## src/hw/rtl/ppd_pkg.sv

```systemverilog
`default_nettype none

package ppd_pkg;

   // Fixed field widths
   localparam int GAIN_WIDTH     = 24;
   localparam int DEADBAND_WIDTH = 8;
   localparam int TICKS_WIDTH    = 16;
   localparam int DIR_WIDTH      = 2;
   localparam int MAG_WIDTH      = 16;
   localparam int CSR_IDX_WIDTH  = 8;
   localparam int CSR_DATA_WIDTH = 24;

   // Register indexes
   localparam logic [CSR_IDX_WIDTH-1:0] REG_PROP_GAIN  = 8'd0;
   localparam logic [CSR_IDX_WIDTH-1:0] REG_INTEG_GAIN = 8'd1;
   localparam logic [CSR_IDX_WIDTH-1:0] REG_DERIV_GAIN = 8'd2;
   localparam logic [CSR_IDX_WIDTH-1:0] REG_DEAD_BAND  = 8'd3;

   // Register reset values
   localparam logic [GAIN_WIDTH-1:0]     PROP_GAIN_RESET  = 24'd131072;
   localparam logic [GAIN_WIDTH-1:0]     INTEG_GAIN_RESET = 24'd13107;
   localparam logic [GAIN_WIDTH-1:0]     DERIV_GAIN_RESET = 24'd1311;
   localparam logic [DEADBAND_WIDTH-1:0] DEAD_BAND_RESET  = 8'd3;

   // Present drive direction codes
   localparam logic [DIR_WIDTH-1:0] DIR_FORWARD  = 2'd1;
   localparam logic [DIR_WIDTH-1:0] DIR_BACKWARD = 2'd2;

   // Number of partial products per sample (three terms, two halves each)
   localparam int MUL_STEPS = 6;

   typedef enum logic [1:0] {
      MOTOR_KEEP     = 2'd0,
      MOTOR_STOP     = 2'd1,
      MOTOR_FORWARD  = 2'd2,
      MOTOR_BACKWARD = 2'd3
   } motor_cmd_type;

   typedef enum logic [1:0] {
      TERM_PROP  = 2'd0,
      TERM_INTEG = 2'd1,
      TERM_DERIV = 2'd2
   } mul_term_type;

   // Commands from the controller to the datapath
   typedef struct packed {
      logic         capture;
      logic         prep;
      logic         div_step;
      logic         slope;
      logic         mul_en;
      mul_term_type mul_term;
      logic         mul_hi;
      logic         acc_en;
      logic         load_out;
   } cmd_type;

endpackage

`default_nettype wire

```

## src/hw/rtl/position_pid_with_direction_unit.sv

```systemverilog
`default_nettype none

// Channel  Direction  Handshake              Payload
// req      in         req_valid / req_stall  measured_position, target_position,
//                                            elapsed_ticks, drive_direction
// rsp      out        rsp_valid / rsp_stall  drive_magnitude, motor_command
// csr      in         csr_wen                csr_index, csr_wdata
//
// A new request is taken only after the previous sample has been loaded into
// the output register. The bit-serial divider (one quotient bit a cycle) and
// six partial products through one shared 25x17 multiplier set the sample time.
// Reset is synchronous: it restores the register defaults and clears the
// integral and the stored position. The result waits in an output register;
// while rsp_stall holds it, a finished sample waits until the register frees.

module position_pid_with_direction_unit #(
   parameter int POSITION_WIDTH = 24,
   parameter int GAIN_FRAC_BITS = 16
) (
   input  wire                                       clock,
   input  wire                                       reset,
   input  wire                                       req_valid,
   output logic                                      req_stall,
   input  wire  signed [POSITION_WIDTH-1:0]          req_measured_position,
   input  wire  signed [POSITION_WIDTH-1:0]          req_target_position,
   input  wire         [ppd_pkg::TICKS_WIDTH-1:0]    req_elapsed_ticks,
   input  wire         [ppd_pkg::DIR_WIDTH-1:0]      req_drive_direction,
   output logic                                      rsp_valid,
   input  wire                                       rsp_stall,
   output logic        [ppd_pkg::MAG_WIDTH-1:0]      rsp_drive_magnitude,
   output logic        [1:0]                         rsp_motor_command,
   input  wire                                       csr_wen,
   input  wire         [ppd_pkg::CSR_IDX_WIDTH-1:0]  csr_index,
   input  wire         [ppd_pkg::CSR_DATA_WIDTH-1:0] csr_wdata
);

   ppd_pkg::cmd_type cmd;

   // Sequence control
   ppd_ctrl #(
      .POSITION_WIDTH(POSITION_WIDTH)
   ) u_ctrl (
      .clock     (clock),
      .reset     (reset),
      .req_valid (req_valid),
      .req_stall (req_stall),
      .rsp_valid (rsp_valid),
      .rsp_stall (rsp_stall),
      .cmd       (cmd)
   );

   // Arithmetic, state and configuration
   ppd_datapath #(
      .POSITION_WIDTH(POSITION_WIDTH),
      .GAIN_FRAC_BITS(GAIN_FRAC_BITS)
   ) u_datapath (
      .clock                 (clock),
      .reset                 (reset),
      .cmd                   (cmd),
      .csr_wen               (csr_wen),
      .csr_index             (csr_index),
      .csr_wdata             (csr_wdata),
      .req_measured_position (req_measured_position),
      .req_target_position   (req_target_position),
      .req_elapsed_ticks     (req_elapsed_ticks),
      .req_drive_direction   (req_drive_direction),
      .rsp_drive_magnitude   (rsp_drive_magnitude),
      .rsp_motor_command     (rsp_motor_command)
   );

endmodule

`default_nettype wire

```

## src/hw/rtl/ppd_ctrl.sv

```systemverilog
`default_nettype none

module ppd_ctrl #(
   parameter int POSITION_WIDTH = 24
) (
   input  wire              clock,
   input  wire              reset,
   input  wire              req_valid,
   output logic             req_stall,
   output logic             rsp_valid,
   input  wire              rsp_stall,
   output ppd_pkg::cmd_type cmd
);

   localparam int CNT_W = $clog2(POSITION_WIDTH + 1);
   localparam logic [CNT_W-1:0] DIV_LAST = CNT_W'(POSITION_WIDTH - 1);
   localparam logic [CNT_W-1:0] MUL_LAST = CNT_W'(ppd_pkg::MUL_STEPS);
   localparam logic [CNT_W-1:0] MUL_CUT  = CNT_W'(ppd_pkg::MUL_STEPS - 1);

   typedef enum logic [5:0] {
      ST_IDLE   = 6'b000001,
      ST_PREP   = 6'b000010,
      ST_DIV    = 6'b000100,
      ST_SLOPE  = 6'b001000,
      ST_MUL    = 6'b010000,
      ST_FINISH = 6'b100000
   } state_type;

   state_type        state_ff, state_in;
   logic [CNT_W-1:0] cnt_ff, cnt_in;
   logic             rsp_valid_ff, rsp_valid_in;
   logic             accept;
   logic             out_free;

   assign req_stall = (state_ff != ST_IDLE);
   assign rsp_valid = rsp_valid_ff;
   assign accept    = req_valid && !req_stall;
   assign out_free  = !rsp_valid_ff || !rsp_stall;

   // Sequence one sample: prepare, divide, form slope, multiply, deliver
   always_comb begin
      state_in     = state_ff;
      cnt_in       = cnt_ff;
      cmd          = '0;
      cmd.mul_term = ppd_pkg::mul_term_type'(cnt_ff[2:1]);
      cmd.mul_hi   = cnt_ff[0];
      rsp_valid_in = rsp_valid_ff && rsp_stall;
      unique case (state_ff)
         ST_IDLE: begin
            if (accept) begin
               cmd.capture = 1'b1;
               state_in    = ST_PREP;
            end
         end
         ST_PREP: begin
            cmd.prep = 1'b1;
            cnt_in   = '0;
            state_in = ST_DIV;
         end
         ST_DIV: begin
            cmd.div_step = 1'b1;
            cnt_in       = cnt_ff + 1'b1;
            if (cnt_ff == DIV_LAST) begin
               state_in = ST_SLOPE;
            end
         end
         ST_SLOPE: begin
            cmd.slope = 1'b1;
            cnt_in    = '0;
            state_in  = ST_MUL;
         end
         ST_MUL: begin
            // Product register feeds the accumulator in the following cycle
            cmd.mul_en = (cnt_ff <= MUL_CUT);
            cmd.acc_en = (cnt_ff != '0);
            cnt_in     = cnt_ff + 1'b1;
            if (cnt_ff == MUL_LAST) begin
               state_in = ST_FINISH;
            end
         end
         ST_FINISH: begin
            // Hold until the output register is free
            if (out_free) begin
               cmd.load_out = 1'b1;
               rsp_valid_in = 1'b1;
               state_in     = ST_IDLE;
            end
         end
         default: begin
            state_in = ST_IDLE;
         end
      endcase
   end

   always_ff @(posedge clock) begin
      if (reset) begin
         state_ff     <= ST_IDLE;
         cnt_ff       <= '0;
         rsp_valid_ff <= 1'b0;
      end else begin
         state_ff     <= state_in;
         cnt_ff       <= cnt_in;
         rsp_valid_ff <= rsp_valid_in;
      end
   end

endmodule

`default_nettype wire

```

## src/hw/rtl/ppd_datapath.sv

```systemverilog
`default_nettype none

module ppd_datapath #(
   parameter int POSITION_WIDTH = 24,
   parameter int GAIN_FRAC_BITS = 16
) (
   input  wire                                        clock,
   input  wire                                        reset,
   input  ppd_pkg::cmd_type                           cmd,
   input  wire                                        csr_wen,
   input  wire         [ppd_pkg::CSR_IDX_WIDTH-1:0]   csr_index,
   input  wire         [ppd_pkg::CSR_DATA_WIDTH-1:0]  csr_wdata,
   input  wire  signed [POSITION_WIDTH-1:0]           req_measured_position,
   input  wire  signed [POSITION_WIDTH-1:0]           req_target_position,
   input  wire         [ppd_pkg::TICKS_WIDTH-1:0]     req_elapsed_ticks,
   input  wire         [ppd_pkg::DIR_WIDTH-1:0]       req_drive_direction,
   output logic        [ppd_pkg::MAG_WIDTH-1:0]       rsp_drive_magnitude,
   output logic        [1:0]                          rsp_motor_command
);

   localparam int PW      = POSITION_WIDTH;
   localparam int DW      = PW + 1;
   localparam int OP_W    = (DW > 32) ? DW : 32;
   localparam int PART_W  = OP_W - 16 + 1;
   localparam int PP_W    = ppd_pkg::GAIN_WIDTH + 1 + PART_W;
   localparam int ACC_W   = OP_W + 27;
   localparam int SUM_W   = OP_W + 2;
   localparam int TW      = ppd_pkg::TICKS_WIDTH;
   localparam int GW      = ppd_pkg::GAIN_WIDTH;
   localparam int MW      = ppd_pkg::MAG_WIDTH;

   localparam logic signed [SUM_W-1:0] ERR_MAX = (SUM_W'(1) <<< 31) - SUM_W'(1);
   localparam logic signed [SUM_W-1:0] ERR_MIN = -(SUM_W'(1) <<< 31);
   localparam logic signed [ACC_W-1:0] ROUND_HALF = ACC_W'(1) <<< (GAIN_FRAC_BITS - 1);

   // Configuration registers
   logic [GW-1:0]                         prop_gain_ff, integ_gain_ff, deriv_gain_ff;
   logic [ppd_pkg::DEADBAND_WIDTH-1:0]    dead_band_ff;

   // Loop state
   logic signed [31:0]                    err_sum_ff;
   logic signed [PW-1:0]                  prev_pos_ff;

   // Per-sample working registers
   logic signed [DW-1:0]                  delta_ff;
   logic signed [DW-1:0]                  change_ff;
   logic [TW-1:0]                         ticks_ff;
   logic [ppd_pkg::DIR_WIDTH-1:0]         dir_ff;
   logic                                  change_neg_ff;
   logic [PW-1:0]                         quot_ff;
   logic [TW-1:0]                         rem_ff;
   logic signed [OP_W-1:0]                slope_ff;
   logic signed [PP_W-1:0]                pp_ff;
   logic                                  pp_hi_ff;
   logic signed [ACC_W-1:0]               acc_ff;
   ppd_pkg::motor_cmd_type                motor_ff;
   logic [MW-1:0]                         mag_out_ff;
   ppd_pkg::motor_cmd_type                motor_out_ff;

   // Combinational helpers
   logic signed [SUM_W-1:0]               sum_raw;
   logic signed [SUM_W-1:0]               sum_sat;
   logic [DW-1:0]                         abs_delta;
   logic [DW-1:0]                         abs_change;
   ppd_pkg::motor_cmd_type                motor_next;
   logic [TW:0]                           trial;
   logic                                  trial_ok;
   logic [GW-1:0]                         mul_gain;
   logic signed [OP_W-1:0]                mul_op;
   logic signed [PART_W-1:0]              mul_part;
   logic signed [PP_W-1:0]                pp_next;
   logic signed [ACC_W-1:0]               pp_ext;
   logic [ACC_W-1:0]                      acc_abs;
   logic [ACC_W-1:0]                      acc_shift;
   logic [MW-1:0]                         mag_next;

   // Configuration writes; unknown indexes drop
   always_ff @(posedge clock) begin
      if (reset) begin
         prop_gain_ff  <= ppd_pkg::PROP_GAIN_RESET;
         integ_gain_ff <= ppd_pkg::INTEG_GAIN_RESET;
         deriv_gain_ff <= ppd_pkg::DERIV_GAIN_RESET;
         dead_band_ff  <= ppd_pkg::DEAD_BAND_RESET;
      end else if (csr_wen) begin
         unique case (csr_index)
            ppd_pkg::REG_PROP_GAIN:  prop_gain_ff  <= csr_wdata[GW-1:0];
            ppd_pkg::REG_INTEG_GAIN: integ_gain_ff <= csr_wdata[GW-1:0];
            ppd_pkg::REG_DERIV_GAIN: deriv_gain_ff <= csr_wdata[GW-1:0];
            ppd_pkg::REG_DEAD_BAND:  dead_band_ff  <= csr_wdata[ppd_pkg::DEADBAND_WIDTH-1:0];
            default: begin
            end
         endcase
      end
   end

   // Saturating integral update and motor command
   always_comb begin
      sum_raw = SUM_W'(err_sum_ff) + SUM_W'(delta_ff);
      if (sum_raw > ERR_MAX) begin
         sum_sat = ERR_MAX;
      end else if (sum_raw < ERR_MIN) begin
         sum_sat = ERR_MIN;
      end else begin
         sum_sat = sum_raw;
      end
      abs_delta  = delta_ff[DW-1] ? DW'(-delta_ff) : DW'(delta_ff);
      abs_change = change_ff[DW-1] ? DW'(-change_ff) : DW'(change_ff);
      priority if (abs_delta <= DW'(dead_band_ff)) begin
         motor_next = ppd_pkg::MOTOR_STOP;
      end else if (dir_ff == ppd_pkg::DIR_FORWARD) begin
         motor_next = delta_ff[DW-1] ? ppd_pkg::MOTOR_BACKWARD : ppd_pkg::MOTOR_KEEP;
      end else if (dir_ff == ppd_pkg::DIR_BACKWARD) begin
         motor_next = delta_ff[DW-1] ? ppd_pkg::MOTOR_KEEP : ppd_pkg::MOTOR_FORWARD;
      end else begin
         motor_next = ppd_pkg::MOTOR_FORWARD;
      end
   end

   // One restoring division step: bring down the next dividend bit
   assign trial    = {rem_ff, quot_ff[PW-1]};
   assign trial_ok = (trial >= {1'b0, ticks_ff});

   // Select one gain and one 16-bit half of its operand
   always_comb begin
      unique case (cmd.mul_term)
         ppd_pkg::TERM_PROP: begin
            mul_gain = prop_gain_ff;
            mul_op   = OP_W'(delta_ff);
         end
         ppd_pkg::TERM_INTEG: begin
            mul_gain = integ_gain_ff;
            mul_op   = OP_W'(err_sum_ff);
         end
         ppd_pkg::TERM_DERIV: begin
            mul_gain = deriv_gain_ff;
            mul_op   = slope_ff;
         end
         default: begin
            mul_gain = '0;
            mul_op   = '0;
         end
      endcase
      if (cmd.mul_hi) begin
         mul_part = PART_W'($signed(mul_op[OP_W-1:16]));
      end else begin
         mul_part = $signed(PART_W'(mul_op[15:0]));
      end
      pp_next = $signed({1'b0, mul_gain}) * mul_part;
      pp_ext  = pp_hi_ff ? (ACC_W'(pp_ff) <<< 16) : ACC_W'(pp_ff);
   end

   // Magnitude of the rounded sum, saturated
   always_comb begin
      acc_abs   = acc_ff[ACC_W-1] ? ACC_W'(-acc_ff) : ACC_W'(acc_ff);
      acc_shift = acc_abs >> GAIN_FRAC_BITS;
      mag_next  = (|acc_shift[ACC_W-1:MW]) ? {MW{1'b1}} : acc_shift[MW-1:0];
   end

   // Loop state
   always_ff @(posedge clock) begin
      if (reset) begin
         err_sum_ff  <= '0;
         prev_pos_ff <= '0;
      end else begin
         if (cmd.capture) begin
            prev_pos_ff <= req_measured_position;
         end
         if (cmd.prep) begin
            err_sum_ff <= sum_sat[31:0];
         end
      end
   end

   // Working registers
   always_ff @(posedge clock) begin
      if (cmd.capture) begin
         delta_ff  <= DW'(req_target_position) - DW'(req_measured_position);
         change_ff <= DW'(req_measured_position) - DW'(prev_pos_ff);
         ticks_ff  <= req_elapsed_ticks;
         dir_ff    <= req_drive_direction;
      end
      if (cmd.prep) begin
         change_neg_ff <= change_ff[DW-1];
         quot_ff       <= abs_change[PW-1:0];
         rem_ff        <= '0;
         motor_ff      <= motor_next;
         acc_ff        <= ROUND_HALF;
      end
      if (cmd.div_step) begin
         rem_ff  <= trial_ok ? TW'(trial - {1'b0, ticks_ff}) : trial[TW-1:0];
         quot_ff <= {quot_ff[PW-2:0], trial_ok};
      end
      if (cmd.slope) begin
         if (ticks_ff == '0) begin
            slope_ff <= '0;
         end else if (change_neg_ff) begin
            slope_ff <= -$signed(OP_W'(quot_ff));
         end else begin
            slope_ff <= $signed(OP_W'(quot_ff));
         end
      end
      if (cmd.mul_en) begin
         pp_ff    <= pp_next;
         pp_hi_ff <= cmd.mul_hi;
      end
      if (cmd.acc_en) begin
         acc_ff <= acc_ff + pp_ext;
      end
      if (cmd.load_out) begin
         mag_out_ff   <= mag_next;
         motor_out_ff <= motor_ff;
      end
   end

   assign rsp_drive_magnitude = mag_out_ff;
   assign rsp_motor_command   = motor_out_ff;

endmodule

`default_nettype wire
```

## config.mk

```make
export PLATFORM = sky130hd
export DESIGN_NAME = position_pid_with_direction_unit
export DESIGN_NICKNAME = d
export VERILOG_FILES = /design/src/hw/rtl/ppd_pkg.sv /design/src/hw/rtl/position_pid_with_direction_unit.sv /design/src/hw/rtl/ppd_ctrl.sv /design/src/hw/rtl/ppd_datapath.sv
export SDC_FILE = /design/constraint.sdc
export NUM_CORES = 2
export LEC_CHECK = 0
export CAP_MARGIN = 20
export CORE_UTILIZATION = 50
export CTS_CLUSTER_DIAMETER = 80
export DETAILED_ROUTE_END_ITERATION = 8
export DONT_BUFFER_PORTS = 1
export PLACE_DENSITY_LB_ADDON = 0.08
export SYNTH_ARGS = -nofsm -noshare
export SYNTH_HDL_FRONTEND = slang
export SYNTH_HIERARCHICAL = 1
export SYNTH_SLANG_ARGS = --single-unit
```

## constraint.sdc

```tcl
create_clock -name clock -period 8 [get_ports clock]
set_input_delay 0.8 -clock clock [delete_from_list [all_inputs] [get_ports clock]]
set_output_delay 0.8 -clock clock [all_outputs]
set_load 0.01 [all_outputs]
```

==> metrics <==
status complete, no violations; via count 31700; CTS hold repair buffers 0; Synth top area share 19.8%; Worst Setup Slack post-DPL 0.123 ns; first-pass GRT wire length 173 mm; cell count after placement 5519; vias in the first global route 30900; die area 81000 sq um; crit-path max FO 10; Worst Path Required 8.34 ns; routability-driven placement congestion ratio 0.926; Hold Vio Cnt, Final 0; WL/cell 19.9 um; Worst Tran Pin Value 1.13 ns; via/cell ratio 5.62; CP delay by family, top adder cells; 1st-iter DRT viols 2093; Max Freq 129 MHz; # diodes 0; P_leak 19.5 nW; syn avg cell area 8.84 sq um; Clk Latency, worst-skew pair 0.61 ns; Final Max Slew Viols 0; clk sinks 411; Tcrit/Tclk final 96.8%; largest net degree at the start of global routing 138; area delta synth->final 10.2%; Die X 285 um; Bufs on Longest Clock Path 3; primary flip-flop cell chosen by synthesis mapping edfxtp_1; total track usage 27.1%; GR Overflow Total 0; Final ANT Viol Nets 0; worst clock skew 0.0198 ns; worst hold margin 0.265 ns; layout cells sized above 1 8.36%; Worst path max stage delay 0.55 ns; Routed met3 length 6.37 mm; Clk pin slew, worst setup/hold paths 0.06 ns; max-cap violations 0; most common cell in the netlist nand2_1; post-synthesis sequential area ratio 27.2%; EDFF count, synth 263; Layout Cells excl Fill 5644; port buffer count 0; Worst Setup Slack, final 0.258 ns; met2 wire len 54.0 mm; max_slew headroom 24.5%; post-synthesis instance total 4522; Num CTS Buffers 49; total wire length 112 mm; FFs w/ async S/R, synth 0%; Initial Util 50.6%; crit path max-delay cell type fa_1; Post-route DRC 0; synth warn 6; Worst Setup End Kind flop; row count 103; post-synthesis instance area 40000 sq um; Peak VDD IR 0.174 mV; final net count 5302; initial antenna violation count 0; Bufs and invs on worst path 7; CTS tree built; register bit total from synthesis 411; top cells by area, synth edfxtp_1 (20%), fa_1 (17%), ha_1 (9.7%), dfxtp_1 (7.4%), nand2_1 (5.4%); CP Launch Type flop; Hold/Removal Path Class input port to flop; drt first pass iters 5; DP HPWL 87.6 mm; Final min period 7.74 ns; synth unique cells 92; critical path class flop to flop; top cells by count, synth nand2_1 (575), inv_1 (523), nor2_1 (508); Syn Nets 5270; Finish-stage setup viols 0; Ports 123; root buf cell clkbuf_16; top layer in use met4; Core ar. 79000 sq um; pwr/cell area 135 nW/um^2; Yosys top cell by area edfxtp_1; M1 wire length 48.4 mm; die span in y 285 um; number of H-tree levels 2; CP arrival 8.08 ns
==> state kept, by name, indices dropped and copies added, names as in the netlist, 6 cells and up <==
register and cells:
u_datapath/acc_ff 59, u_datapath/pp_ff 42, u_datapath/err_sum_ff 32, u_datapath/slope_ff 32
u_datapath/change_ff 25, u_datapath/delta_ff 25, u_datapath/deriv_gain_ff 24, u_datapath/integ_gain_ff 24
u_datapath/prev_pos_ff 24, u_datapath/prop_gain_ff 24, u_datapath/quot_ff 24, u_datapath/rem_ff 16
u_datapath/rsp_drive_magnitude 16, u_datapath/ticks_ff 16, u_datapath/dead_band_ff 8, u_ctrl/state_ff 6
==> per-stage QoR <==
step | area (sq um) | total power [mW] | TNS, ns | utilization (%)
6_report | 44000 | 5.95 | 0 | 55.8
3_5_place_dp | 41700 | 3.56 | 0 | 52.8
2_1_floorplan | 40000 | 3.23 | 0 | -
4_1_cts | 43500 | 5.96 | 0 | 55.0
5_1_grt | 44000 | 6.22 | -0.0378 | 55.8
3_3_place_gp | 41700 | 3.55 | 0 | 52.8
==> routing by layer <==
layer  vias up  GRT usage (%)
li1      15300              -
met1     15300           35.6
met2       838           46.2
met3       182           3.88
met4         0           7.62
met5         -              0
==> cell usage in the layout, fill, tap and decap left out, drive strengths merged, types with 34 or more instances in the layout <==
cell type	netlist	final
a21o	75	75
a21oi	222	222
buf	20	157
clkbuf	163	63
dfxtp	148	148
edfxtp	263	263
fa	334	334
ha	311	311
inv	524	526
mux2	34	34
mux2i	93	93
nand2	575	575
nand2b	51	51
nand3	58	58
nor2	508	508
nor2b	77	77
nor3	75	75
o21a	57	57
o21ai	226	227
or3	37	37
xnor2	125	125
xor2	98	98
==> path summary, 6_finish.rpt <==
kind	start	end	slack [ns]	cells past startpoint
setup / recovery	u_ctrl/cnt_ff[2]$_SDFFE_PP0P_	u_datapath/pp_ff[41]$_DFFE_PP_	0.26	30
hold / removal	reset	u_ctrl/cnt_ff[0]$_SDFFE_PP0P_	0.27	1
hold reg to reg	u_datapath/motor_ff[1]$_SDFFCE_PP0P_	u_datapath/rsp_motor_command[1]$_DFFE_PP_	0.44	0
setup reg to reg	u_ctrl/cnt_ff[2]$_SDFFE_PP0P_	u_datapath/pp_ff[41]$_DFFE_PP_	0.26	30
==> timing repair <==
action | 4_1_cts | 5_1_grt
buffers inserted | 0 | 27
endpoints found under the setup margin | 0 | 8
resized for setup | 0 | 56
==> kinds of logic (layout without fill, tap and decap cells) <==
kind of cell    after synthesis  count (layout)  share of synthesized area (%)
fa+ha+maj                   647             647                           26.5
buf+inv                     707             778                           6.71
xor+xnor                    223             223                           4.89
simple gates               1565            1565                           17.8
mux                         127             127                           3.29
flops                       411             411                           27.2
compound gates              842             843                           13.6
==> layout make-up <==
type                    instances  area (sq um)
clock buffers                  57          1340
clock inverters                34           384
fillers                      7286         35000
inverters                     524          1970
multi-input cells            3405         26700
flip-flops and latches        411         10900
well taps                    1050          1310
repair buffers                163          1500
==> power breakdown <==
part,switching (mW),internal [mW],leakage [nW]
clock network,0.956,1.43,0.837
registers,0.0901,2.36,3.69
logic,0.663,0.458,14.9
Power figures use the tool's default switching activity.
